===== config.mk =====
export PLATFORM = sky130hd
export DESIGN_NAME = move_to_front_codec_unit
export DESIGN_NICKNAME = d
export VERILOG_FILES = /design/src/hw/rtl/mtfc_pkg.sv /design/src/hw/rtl/mtfc_ctrl.sv /design/src/hw/rtl/mtfc_datapath.sv /design/src/hw/rtl/move_to_front_codec_unit.sv
export SDC_FILE = /design/constraint.sdc
export NUM_CORES = 1
export LEC_CHECK = 0
export ABC_AREA = 0
export BUFFER_PORTS_ARGS = -buffer_cell sky130_fd_sc_hd__buf_4
export CAP_MARGIN = 25
export CORE_UTILIZATION = 35
export DETAILED_ROUTE_END_ITERATION = 6
export SYNTH_ARGS = -nofsm -noshare
export SYNTH_HDL_FRONTEND = slang
export SYNTH_SLANG_ARGS = --single-unit

===== constraint.sdc =====
create_clock -name clk -period 2.9 [get_ports clk]
set_input_delay 0.435 -clock clk [delete_from_list [all_inputs] [get_ports clk]]
set_output_delay 0.435 -clock clk [all_outputs]
set_load 0.01 [all_outputs]

===== src/hw/rtl/mtfc_pkg.sv =====
// ----------------------------------------------------------------------------
// mtfc_pkg
// Shared types and constants for the move-to-front codec: list size,
// symbol codes, controller command and status bundles.
// ----------------------------------------------------------------------------
package mtfc_pkg;

  localparam int unsigned LIST_LEN = 27;
  localparam int unsigned POS_W    = $clog2(LIST_LEN);

  localparam logic [7:0] SYM_DOLLAR = 8'h24;
  localparam logic [7:0] SYM_A      = 8'h61;
  localparam logic [7:0] SYM_Z      = 8'h7A;

  // direction register codes
  localparam logic DIR_ENCODE = 1'b0;
  localparam logic DIR_DECODE = 1'b1;

  typedef logic [7:0]          sym_t;
  typedef logic [POS_W-1:0]    pos_t;
  typedef logic [LIST_LEN-1:0] cell_mask_t;

  // commands from controller to datapath
  typedef struct packed {
    logic capture;  // latch request, restore list on start flag
    logic look;     // compare cells and register the match vector
    logic move;     // emit result and rotate the list
  } cmd_t;

  // status from datapath to controller
  typedef struct packed {
    logic out_room; // output register can take a result this cycle
  } status_t;

  // list contents after reset: '$' then 'a' through 'z'
  function automatic sym_t initial_symbol(int unsigned k);
    sym_t sym;
    if (k == 0) begin
      sym = SYM_DOLLAR;
    end else begin
      sym = 8'(SYM_A + 8'(k - 1));
    end
    return sym;
  endfunction

endpackage


===== src/hw/rtl/mtfc_ctrl.sv =====
// ----------------------------------------------------------------------------
// mtfc_ctrl
// Sequencer for one request at a time: capture, look up, then move to
// front and hand the result to the output register.
// ----------------------------------------------------------------------------
module mtfc_ctrl (
  input  logic             clk,
  input  logic             rst,
  input  logic             in_valid,
  output logic             in_stall,
  input  mtfc_pkg::status_t status,
  output mtfc_pkg::cmd_t    cmd
);
  import mtfc_pkg::*;

  typedef enum logic [1:0] {
    ST_IDLE,
    ST_LOOK,
    ST_MOVE
  } state_t;

  state_t state;

  // state register
  always_ff @(posedge clk) begin
    if (rst) begin
      state <= ST_IDLE;
    end else begin
      case (state)
        ST_IDLE: begin
          if (in_valid) begin
            state <= ST_LOOK;
          end
        end
        ST_LOOK: begin
          state <= ST_MOVE;
        end
        ST_MOVE: begin
          if (status.out_room) begin
            state <= ST_IDLE;
          end
        end
        default: begin
          state <= ST_IDLE;
        end
      endcase
    end
  end

  // input side only takes a request while idle
  assign in_stall = (state != ST_IDLE);

  // datapath commands
  always_comb begin
    cmd.capture = (state == ST_IDLE) && in_valid;
    cmd.look    = (state == ST_LOOK);
    cmd.move    = (state == ST_MOVE) && status.out_room;
  end

endmodule


===== src/hw/rtl/mtfc_datapath.sv =====
// ----------------------------------------------------------------------------
// mtfc_datapath
// Symbol list cells, direction register, parallel compare, rotate to
// front and the output register.
// ----------------------------------------------------------------------------
module mtfc_datapath (
  input  logic               clk,
  input  logic               rst,
  input  logic               cfg_valid,
  input  logic               cfg_direction,
  input  logic [7:0]         in_value,
  input  logic               start_of_text,
  input  mtfc_pkg::cmd_t     cmd,
  output mtfc_pkg::status_t  status,
  output logic               out_valid,
  input  logic               out_stall,
  output logic [7:0]         out_value
);
  import mtfc_pkg::*;

  sym_t       cells [LIST_LEN];
  logic       direction;
  sym_t       value_q;
  cell_mask_t match;
  cell_mask_t match_q;
  logic       found_q;
  cell_mask_t shift_en;
  pos_t       hit_pos;
  sym_t       hit_sym;

  // direction register
  always_ff @(posedge clk) begin
    if (rst) begin
      direction <= DIR_ENCODE;
    end else if (cfg_valid) begin
      direction <= cfg_direction;
    end
  end

  // request value register
  always_ff @(posedge clk) begin
    if (cmd.capture) begin
      value_q <= in_value;
    end
  end

  // compare all cells at once; decode picks the cell by position
  always_comb begin
    for (int i = 0; i < LIST_LEN; i++) begin
      if (direction == DIR_DECODE) begin
        match[i] = (value_q == 8'(i));
      end else begin
        match[i] = (cells[i] == value_q);
      end
    end
  end

  always_ff @(posedge clk) begin
    if (cmd.look) begin
      match_q <= match;
      found_q <= |match;
    end
  end

  // list entries are distinct, so the match vector has at most one bit set
  always_comb begin
    hit_pos = '0;
    hit_sym = '0;
    for (int i = 0; i < LIST_LEN; i++) begin
      hit_pos = hit_pos | (match_q[i] ? POS_W'(i) : '0);
      hit_sym = hit_sym | (match_q[i] ? cells[i] : '0);
    end
  end

  // cells at or before the hit take their neighbor's symbol
  always_comb begin
    shift_en[0] = 1'b0;
    for (int i = 1; i < LIST_LEN; i++) begin
      shift_en[i] = |(match_q >> i);
    end
  end

  // list cells: restore on start flag, rotate hit to front on move
  always_ff @(posedge clk) begin
    if (rst) begin
      for (int i = 0; i < LIST_LEN; i++) begin
        cells[i] <= initial_symbol(i);
      end
    end else if (cmd.capture && start_of_text) begin
      for (int i = 0; i < LIST_LEN; i++) begin
        cells[i] <= initial_symbol(i);
      end
    end else if (cmd.move && found_q) begin
      cells[0] <= hit_sym;
      for (int i = 1; i < LIST_LEN; i++) begin
        if (shift_en[i]) begin
          cells[i] <= cells[i-1];
        end
      end
    end
  end

  // output register
  assign status.out_room = !out_valid || !out_stall;

  always_ff @(posedge clk) begin
    if (rst) begin
      out_valid <= 1'b0;
    end else if (cmd.move && found_q) begin
      out_valid <= 1'b1;
    end else if (!out_stall) begin
      out_valid <= 1'b0;
    end
  end

  always_ff @(posedge clk) begin
    if (cmd.move && found_q) begin
      out_value <= (direction == DIR_DECODE) ? hit_sym : 8'(hit_pos);
    end
  end

endmodule


===== src/hw/rtl/move_to_front_codec_unit.sv =====
// ----------------------------------------------------------------------------
// move_to_front_codec_unit
// Move-to-front coder over the list '$', 'a'..'z' with encode and decode.
// ----------------------------------------------------------------------------
// Usage:
//   cfg channel (cfg_valid/cfg_ready, cfg_direction) sets the mode:
//   0 encodes symbol bytes to positions, 1 decodes positions to symbols.
//   Write it only while no request is in flight; cfg_ready is always high.
//   Input channel (in_valid/in_stall) carries in_value and start_of_text;
//   start_of_text restores the initial list before the request is handled.
//   Output channel (out_valid/out_stall) carries out_value. A symbol not in
//   the list, or a position of 27 or more, produces no result and leaves
//   the list as it is.
//   The sequencer takes one request at a time through capture, compare and
//   rotate, and the rotate step registers the result; a stalled result holds
//   the rotate step until the output register frees up, and the input
//   stalls meanwhile.
//   Reset loads the initial list, clears direction to encode and empties
//   the output register.
// ----------------------------------------------------------------------------
module move_to_front_codec_unit (
  input  logic       clk,
  input  logic       rst,
  input  logic       cfg_valid,
  output logic       cfg_ready,
  input  logic       cfg_direction,
  input  logic       in_valid,
  output logic       in_stall,
  input  logic [7:0] in_value,
  input  logic       start_of_text,
  output logic       out_valid,
  input  logic       out_stall,
  output logic [7:0] out_value
);
  import mtfc_pkg::*;

  cmd_t    cmd;
  status_t status;

  assign cfg_ready = 1'b1;

  // sequencer
  mtfc_ctrl u_ctrl (
    .clk      (clk),
    .rst      (rst),
    .in_valid (in_valid),
    .in_stall (in_stall),
    .status   (status),
    .cmd      (cmd)
  );

  // list and result datapath
  mtfc_datapath u_datapath (
    .clk           (clk),
    .rst           (rst),
    .cfg_valid     (cfg_valid),
    .cfg_direction (cfg_direction),
    .in_value      (in_value),
    .start_of_text (start_of_text),
    .cmd           (cmd),
    .status        (status),
    .out_valid     (out_valid),
    .out_stall     (out_stall),
    .out_value     (out_value)
  );

endmodule

# == Word-level counts from Yosys, hierarchy flattened ==
# Memory sizes are Yosys's and may differ from the RTL's.
# Cells that the tools add are included.
# W data, S select, Z words.
# word_totals
ram_bits,216
output_inout_bits,11
wordCells,569
reg_bits,48
n_memories,1
input_bits,15
# op_classes
mux,360
n_eq_ne,58
bitwise,105
n_reduce_logical,37
# mem_list
name,depth,word_bits,read_ports,rd_ports_with_merged_regs,write_ports,line_no,source
u_datapath.cells,27,8,27,0,27,mtfc_datapath.sv:21,sym_t cells [LIST_LEN];
# ops
cell,count
$mux W8,162
$eq A8 B8 Y1,27
$or A8 B8 Y8,26
$mux W1,169
$or A5 B5 Y5,25
$eq A8 B5 Y1 const B,11
$eq A8 B4 Y1 const B,8
$mux W5,12
$or A1 B1 Y1,54
$eq A8 B3 Y1 const B,4
$mux W4,8
$reduce_or A27 Y1,1
$reduce_or A26 Y1,1
$reduce_or A25 Y1,1
$reduce_or A24 Y1,1
$reduce_or A23 Y1,1
$reduce_or A22 Y1,1
$reduce_or A21 Y1,1
$reduce_or A20 Y1,1
$reduce_or A19 Y1,1
$reduce_or A18 Y1,1
$reduce_or A17 Y1,1
$eq A8 B2 Y1 const B,2
$reduce_or A16 Y1,1
other kinds (29),40

# == Depth between registers and ports, before layout ==
# Gate-level depths: netlist of run 1.
# An unclocked memory read counts as a cell.
# logic_depth
depth_word,29
depth_mapped,10
ltp_nobuf,7

# == By module ==
# Synthesis of run 1 repeated with hierarchy kept, for this count alone.
# unflattened
cells_unflattened,1569
area_unflattened_um2,15782.6
# modules_own_cells
mod,area_per_inst_um2,cells_each,instances
mtfc_datapath,15671.3,1558,1
mtfc_ctrl,100.1,9,1
move_to_front_codec_unit,11.3,2,1

# == Worst setup path after synthesis of run 1 ==
# No wires, ideal clock.
# synth_path
kind,input-to-reg
from,input port in_valid
to,"memory u_datapath.cells[1][0] (netlist name), enable pin"
setup_ns,0.384
slack_ns,-0.196
arrival_time_ns,2.712
path_stages,6
n_path_buf,0
path_cell_list,nor3b_1 a21oi_1 o21ai_0 o21bai_1 nor2_1 o21ai_0
# synth_rtl
item,line_no,source
"start, declared",move_to_front_codec_unit.sv:27,"input logic in_valid,"
"end, declared",mtfc_datapath.sv:21,

# == Worst setup path in the final report of run 1 ==
# layout_path
from,register u_datapath.value_q[2]
to,"register u_datapath.found_q, data pin"
# layout_via
elab_chain_len,3
word_cells_on_any_way,82
classes_between,eq/ne: 53; mux: 27; reduce/logical: 2
# layout_lines
item,line_no,source
"start, declared",mtfc_datapath.sv:23,sym_t value_q;
"start signal, assigned",mtfc_datapath.sv:43,value_q <= in_value;
"$eq A8 B8 Y1, or another cell as far along",mtfc_datapath.sv:53,match[i] = (cells[i] == value_q);
$mux W1,mtfc_datapath.sv:50,if (direction == DIR_DECODE) begin
$reduce_or A27 Y1 (*),mtfc_datapath.sv:61,found_q <= |match;
"end signal, assigned",mtfc_datapath.sv:61,
"end, declared",mtfc_datapath.sv:26,logic found_q;
# Mark *: on every way between the ends. The rest lies on a longest branch, timed or not.
# A chain may end at the register's enable or synchronous reset.

==> impl_metrics.csv, run 1 <==
group,metric,value,unit
setup_path,critPathSlowestCell,"or4b_2",
detailed_routing,antenna_left,0,
clocking,root_buffer,"clkbuf_16",
sta,max_freq,346.3,MHz
clocking,cts_inserted_buffers,30,
setup_path,crit_buf_inv,2,
logic_synthesis,synth_top_family_by_area,"simple AND/OR/NAND/NOR gates",
logic_synthesis,synth.distinct_cells,64,
logic_synthesis,synth-seq-cells,264,
placement,port_buffers,24,
logic_synthesis,synth_compound_area_frac,0.1736,
detailed_routing,drtIter0Drc,2653,
die,die_w,217.0,um
logic_synthesis,synth_cells,1604,
min_path,holdPathStages,1,
cells_and_area,drive_gt1_frac,0.1853,
setup_path,crit_family,"simple AND/OR/NAND/NOR gates",
setup_path,startpoint,"u_datapath.value_q[2]",
logic_synthesis,synth_mux_area_frac,0.0006185,
logic_synthesis,synth_top_area_share,0.4676,
die,dieHeight,217.0,um
global_routing,grt_pass1_wl,114700,um
logic_synthesis,ys_async_sr_fraction,0,
setup_path,r2r_setup_slack,10,ps
setup_path,reg2regPathDepth,8,
logic_synthesis,syn_area,0.01618,sq mm
sta,fin_skew,13.11,ps
detailed_routing,dr.pass1.iters,6,
sta,slew_viol_final,0,
power_and_ir_drop,p_leak,6.400,nW
clocking,cts.clk_slew.worst_paths,70,ps
clocking,cts_tree,"built",
setup_path,worstPathRequired,3240,ps
setup_path,r2r-end,"u_datapath.found_q",
sta,slew_headroom,0.2341,
die,rows,78,
global_routing,grt_usage,0.3505,
cells_and_area,fin_cells,2359,
global_routing,grt_max_degree,60,
min_path,hold_class,"in2reg",
cells_and_area,num-fill-cells,4465,
clocking,clk_latency,600,ps
detailed_routing,viasPerCell,6.641,
power_and_ir_drop,power.density,508.4,mW/mm^2
logic_synthesis,ys_warn_count,0,
cells_and_area,syn_to_final_growth,19.50,%
detailed_routing,drc,0,
setup_path,worst_path_largest_cell_delay,620,ps
cells_and_area,final_nets,1750,
logic_synthesis,synth_xor_area_frac,0.06061,
detailed_routing,drt_wl_total,83750,um
placement,dp_hpwl,64370,um
global_routing,grt_pass1_vias,14390,
sta,setup_viol,0,
clocking,htreeDepth,1,
cells_and_area,post-route-util,0.4253,
global_routing,antenna_found_initial,3,
placement,gp_congestion,1.083,
run_status,status,"finished clean",
die,design.core.area,0.04548,sq mm
logic_synthesis,synth_fp_nets,1619,
setup_path,reg2reg_from,"u_datapath.value_q[2]",
detailed_routing,vias,15670,
sta,tightest_slew,1147,ps
logic_synthesis,ys_seq_area_frac,0.4824,
setup_path,cp.arrival,3220,ps
sta,hold_viol,0,
cells_and_area,final_common_cell,"edfxtp_1",
sta,min_period,2888,ps
logic_synthesis,synth_ff_type,"edfxtp_1",
sta,fin_crit_sh,0.9958,
global_routing,overflow,0,
die,ios,26,
setup_path,worstSetupPathDepth,8,
setup_path,criticalPathCategory,"reg2reg",
setup_path,worstPathMaxFanout,14,
setup_path,critPathCapture,"u_datapath.found_q",
clocking,clock_sinks,264,
logic_synthesis,synth_top_area_cell,"edfxtp_1",
sta,fin_setup_tns,0,ps
setup_path,cp-end-kind,"flop",
logic_synthesis,synth_area_leaders,"edfxtp_1 (47%), a32oi_1 (5.3%), xnor2_1 (5.2%)",
logic_synthesis,synthSimpleGateAreaFrac,0.2438,
cells_and_area,diodes,0,
logic_synthesis,synth-edff-count,252,
setup_path,critPathLaunchType,"flop",
setup_path,crit_chain,"buf_4 -> and2_1 -> buf_4 -> a32oi_1 -> o21ai_0 -> a32oi_1 -> nand4_1 -> or4b_2",
job,drv_cap,0,
cells_and_area,most-common-layout-cells,"edfxtp_1 (252), buf_4 (188), nor2_1 (142)",
logic_synthesis,syn-mean-instance-area,10.09,sq um
clocking,holdBufCountCts,0,
detailed_routing,wl_per_cell,35.50,um
die,fp.dieArea,0.04710,sq mm
placement,place_inst,2294,
power_and_ir_drop,ir_drop,550.2,uV
clocking,clk_path_buf_depth,3,
die,start_util,0.3559,
logic_synthesis,synthAdderAreaFrac,0,
[registers in the layout, summed over array words and instances (netlist names)]
signal,count
u_datapath.out_valid,1
u_datapath.match_q,27
u_datapath.value_q,8
u_datapath.direction,1
u_datapath.cells,216
u_datapath.out_value,8
u_datapath.found_q,1
u_ctrl.state,2
[layout make-up]
type | count | area [sq um] | share of cell area
Sequential cell | 264 | 7811 | 0.4039
Multi-Input combinational cell | 1200 | 7829 | 0.4048
Clock inverter | 17 | 168.9 | 0.008733
Tap cell | 600 | 750.7 | 0.03881
Timing Repair Buffer | 216 | 1849 | 0.09561
Inverter | 23 | 86.33 | 0.004464
Clock buffer | 39 | 845.8 | 0.04373
[worst min path at each step]
stage                                        to                  from
after floorplan            u_datapath.out_valid       u_ctrl.state[1]
after global placement     u_datapath.out_valid  u_datapath.out_valid
after detailed placement   u_datapath.out_valid  u_datapath.out_valid
after CTS                 u_datapath.value_q[6]           in_value[6]
after global routing      u_datapath.value_q[6]           in_value[6]
final                     u_datapath.value_q[6]           in_value[6]
[stage by stage]
step / setup WS, ps / hold WS (ps) / instance area (sq um) / power [mW]
finish: 12.14 / 21.00 / 19340 / 9.833
global route: -7.735 / 17.31 / 19340 / 10.01
CTS: 12.24 / 7.091 / 19210 / 9.771
detailed placement: -155.5 / 522.3 / 18180 / 5.835
global placement: -195.8 / 506.3 / 18150 / 5.833
floorplan: 48.85 / 500.1 / 16190 / 5.146
[cell usage after synthesis (23+ instances only)]
| master | count |
|---|---|
| nand2b_1 | 49 |
| o21ai_0 | 115 |
| a21oi_1 | 34 |
| nor2_1 | 143 |
| or2_2 | 30 |
| nand4_1 | 39 |
| a22oi_1 | 72 |
| or3_1 | 57 |
| clkbuf_1 | 62 |
| and2_1 | 84 |
| and3_1 | 32 |
| nand2_1 | 31 |
| nor2b_1 | 69 |
| buf_2 | 34 |
| nor3_1 | 23 |
| edfxtp_1 | 252 |
| nand3_1 | 52 |
| a32oi_1 | 98 |
| xnor2_1 | 96 |
[report_power, final]
| part | switching, mW | internal [mW] | total, mW |
|---|---|---|---|
| clock network | 1.68 | 2.31 | 3.99 |
| registers | 0.264 | 4.30 | 4.57 |
| logic | 0.806 | 0.475 | 1.28 |
| total | 2.74 | 7.09 | 9.83 |
[routing by layer]
| layer | wire, um | vias up | track usage |
|---|---|---|---|
| li1 | - | 6429 | - |
| met1 | 32560 | 7714 | 0.4706 |
| met2 | 35700 | 1230 | 0.5272 |
| met3 | 9666 | 287 | 0.06862 |
| met4 | 5787 | 6 | 0.1977 |
| met5 | 37 | - | 0 |
[cells by family (layout without fill, tap and decap cells)]
| family | after synthesis | in the layout |
|---|---|---|
| AO/OA/AOI/OAI | 400 | 400 |
| XOR/XNOR | 112 | 112 |
| buffers and inverters | 140 | 295 |
| flip-flops | 264 | 264 |
| multiplexers | 1 | 1 |
| other | 1 | 1 |
| AND/OR/NAND/NOR | 686 | 686 |
[timing repair]
item	4_1_cts	5_1_grt
setup buffers	1	2
endpoints found under the setup margin	25	54
resized for setup	2	17
pin swaps	0	3
hold endpoints to repair	0	0
No activity file was read; power rests on OpenSTA's default activity.
==> run 2, diff against run 1 <==
Settings changed: SYNTH_HIERARCHICAL from default to 1.
==> run 2 against run 1 <==
Largest power group unchanged; critical path type unchanged; highest routed layer is now met4; sequential share of layout area up 0.49 points; flip-flop and latch count unchanged; die area shrank 2.5%; largest cell class is now flip-flops and latches; synthesized cell count is 2.2% lower; area after synthesis fell by 2.5%.
==> impl_metrics.csv, run 2 <==
group,metric,value,unit
placement,gp_congestion,1.093,
logic_synthesis,synth_top_area_share,0.4795,
global_routing,antenna_found_initial,3,
logic_synthesis,synth_top_area_cell,"edfxtp_1",
setup_path,criticalPathCategory,"reg2reg",
run_status,status,"finished clean",
logic_synthesis,synth_common_cells,"edfxtp_1 (252), o21ai_0 (135), nor2_1 (128)",
power_and_ir_drop,clkPwrFrac,0.395,
cells_and_area,fin_area,0.01911,sq mm
global_routing,grt_usage,0.3294,
logic_synthesis,syn-mean-instance-area,10.06,sq um
power_and_ir_drop,switching_share,0.2817,
cells_and_area,largest_reg_flops,216,
logic_synthesis,syn_area,0.01578,sq mm
sta,tightest_slew,1029,ps
min_path,hold_class,"in2reg",
cells_and_area,final_common_cell,"edfxtp_1",
setup_path,reg2regPathDepth,8,
placement,dp_hpwl,59750,um
sta,slew_viol_final,0,
detailed_routing,drtIter0Drc,2158,
power_and_ir_drop,power.density,508.9,mW/mm^2
logic_synthesis,synth_area_leaders,"edfxtp_1 (48%), o21ai_0 (4.3%), xnor2_1 (3.8%)",
cells_and_area,syn_to_final_growth,21.06,%
power_and_ir_drop,p_comb_frac,0.135,
die,design.core.area,0.04432,sq mm
setup_path,worstPathRequired,3240,ps
die,ios,26,
die,fp.dieArea,0.04595,sq mm
setup_path,cp.arrival,3230,ps
clocking,clk_latency,600,ps
power_and_ir_drop,p_switching,2.739,mW
clocking,cts.clk_slew.worst_paths,70,ps
clocking,clk_path_buf_depth,3,
placement,placed_area,0.01793,sq mm
setup_path,critPathLaunchType,"flop",
logic_synthesis,ys_async_sr_fraction,0,
logic_synthesis,post-synth-top-count-cell,"edfxtp_1",
cells_and_area,final_nets,1737,
power_and_ir_drop,ir_drop,468.0,uV
logic_synthesis,synth_ff_type,"edfxtp_1",
die,start_util,0.3561,
detailed_routing,dr.pass1.iters,6,
global_routing,grt_pass1_vias,13610,
global_routing,grt_pass1_wl,106900,um
cells_and_area,top_regs,"u_datapath/cells x216, u_datapath/match_q x27",
detailed_routing,vias,15010,
detailed_routing,viasPerCell,6.411,
sta,max_freq,346.1,MHz
power_and_ir_drop,p_leak,6.536,nW
cells_and_area,num-fill-cells,4297,
detailed_routing,antenna_left,0,
die,die_w,214.4,um
clocking,root_buffer,"clkbuf_16",
clocking,cts_tree,"built",
detailed_routing,wl_per_cell,33.09,um
cells_and_area,most-common-layout-cells,"edfxtp_1 (252), buf_4 (211), o21ai_0 (134)",
global_routing,overflow,0,
clocking,clock_sinks,264,
setup_path,worstPathMaxFanout,34,
die,dieHeight,214.4,um
sta,setup_viol,0,
logic_synthesis,synth-seq-cells,264,
cells_and_area,regMostFlops,"u_datapath/cells",
logic_synthesis,ys_seq_area_frac,0.4947,
sta,holdWs,21.87,ps
min_path,holdPathStages,1,
logic_synthesis,synth.distinct_cells,63,
global_routing,grt_max_degree,41,
sta,hold_viol,0,
job,drv_cap,0,
sta,fin_crit_sh,0.9962,
sta,slew_headroom,0.3067,
logic_synthesis,synth-edff-count,252,
power_and_ir_drop,internal_power,6.985,mW
sta,grt_setup_unrepaired,"false",
clocking,cts_inserted_buffers,30,
clocking,htreeDepth,1,
sta,min_period,2889,ps
logic_synthesis,synth_fp_nets,1584,
sta,fin_skew,15.78,ps
cells_and_area,drive_gt1_frac,0.1959,
detailed_routing,drc,0,
placement,port_buffers,24,
power_and_ir_drop,seqPwrFrac,0.470,
logic_synthesis,synth_cells,1569,
setup_path,cp-end-kind,"flop",
detailed_routing,drt_wl_total,77460,um
logic_synthesis,ys_warn_count,6,
die,rows,77,
==> run 2: cell count changes in the layout (fill, tap and decap cells not counted), sizes merged, moves of 27 or more <==
| cell | before | now |
|---|---|---|
| a31oi | 7 | 34 |
| a32oi | 98 | 32 |
| and2 | 84 | 54 |
| nand2 | 31 | 61 |
| nor3 | 24 | 52 |
| xnor2 | 96 | 69 |
| xor2 | 16 | 43 |
==> run 2: critical path: stages (launching register included) <==
cell,delay (ps)
edfxtp_1,520
buf_12,270
nor2_1,230
a32oi_1,280
o22ai_1,130
and4_1,230
or4_1,540
nor3_2,270
nand4_1,120
==> run 2: worst paths after layout <==
check	start	endpoint	slack, ps
max reg2reg	u_datapath/value_q[0]	u_datapath/found_q	10
min reg2reg	u_datapath/out_valid	u_datapath/out_valid	510
min	in_value[1]	u_datapath/value_q[1]	20
max	u_datapath/value_q[0]	u_datapath/found_q	10
==> run 2: cells by family (layout without fill, tap and decap cells) <==
group	Yosys count	count (layout)	synth area share
and+or+nand+nor	628	628	0.2225
DFF	264	264	0.4947
AOI/OAI and AO/OA	407	407	0.1741
muxes	12	12	0.007611
xor gates and xnor gates	112	112	0.06215
other	1	4	0.0002376
buffers and inverters	145	322	0.03877
==> run 2: stage by stage <==
step	TNS, ps	power [mW]	utilization	instances	setup slack (ps)
floorplan	0	5.168	-	1569	75.23
global placement	-4769	5.869	0.4046	2270	-148.2
detailed placement	-5744	5.866	0.4046	2270	-238.6
CTS	0	9.692	0.4283	2331	24.00
global route	0	9.944	0.4310	2339	0.5425
finish	0	9.724	0.4311	2341	10.99
==> run 2: cell type report <==
class,count,area (sq um),share of cell area
Sequential cell,264,7811,0.4088
Tap cell,592,740.7,0.03877
Clock buffer,33,762.0,0.03988
Multi-Input combinational cell,1160,7430,0.3888
Inverter,28,105.1,0.005501
Timing Repair Buffer,238,2032,0.1063
Antenna cell,3,7.507,0.0003929
Clock inverter,23,219.0,0.01146
==> run 2: timing repair <==
item                                   4_1_cts  5_1_grt
pin swaps                                    0        3
endpoints found under the hold margin        5        0
hold buffers                                 5        0
gates resized for setup                      5       10
setup buffers                                0        4
gates cloned                                 0        1
setup endpoints to repair                   82      161
==> run 2: per-layer routing <==
layer | vias up | wire [um] | GRT usage
met5 | - | 0 | 0
met4 | 0 | 5038 | 0.1776
met3 | 255 | 8761 | 0.07362
met2 | 1080 | 33260 | 0.4976
met1 | 7383 | 30410 | 0.4387
li1 | 6291 | - | -
==> run 2: power groups by stage <==
| stage | clock, mW | combinational (mW) | sequential (mW) |
|---|---|---|---|
| floorplan | 0 | 0.689 | 4.48 |
| global placement | 0 | 1.23 | 4.64 |
| detailed placement | 0 | 1.23 | 4.63 |
| CTS | 3.89 | 1.24 | 4.56 |
| global route | 4.01 | 1.36 | 4.57 |
| finish | 3.84 | 1.31 | 4.57 |
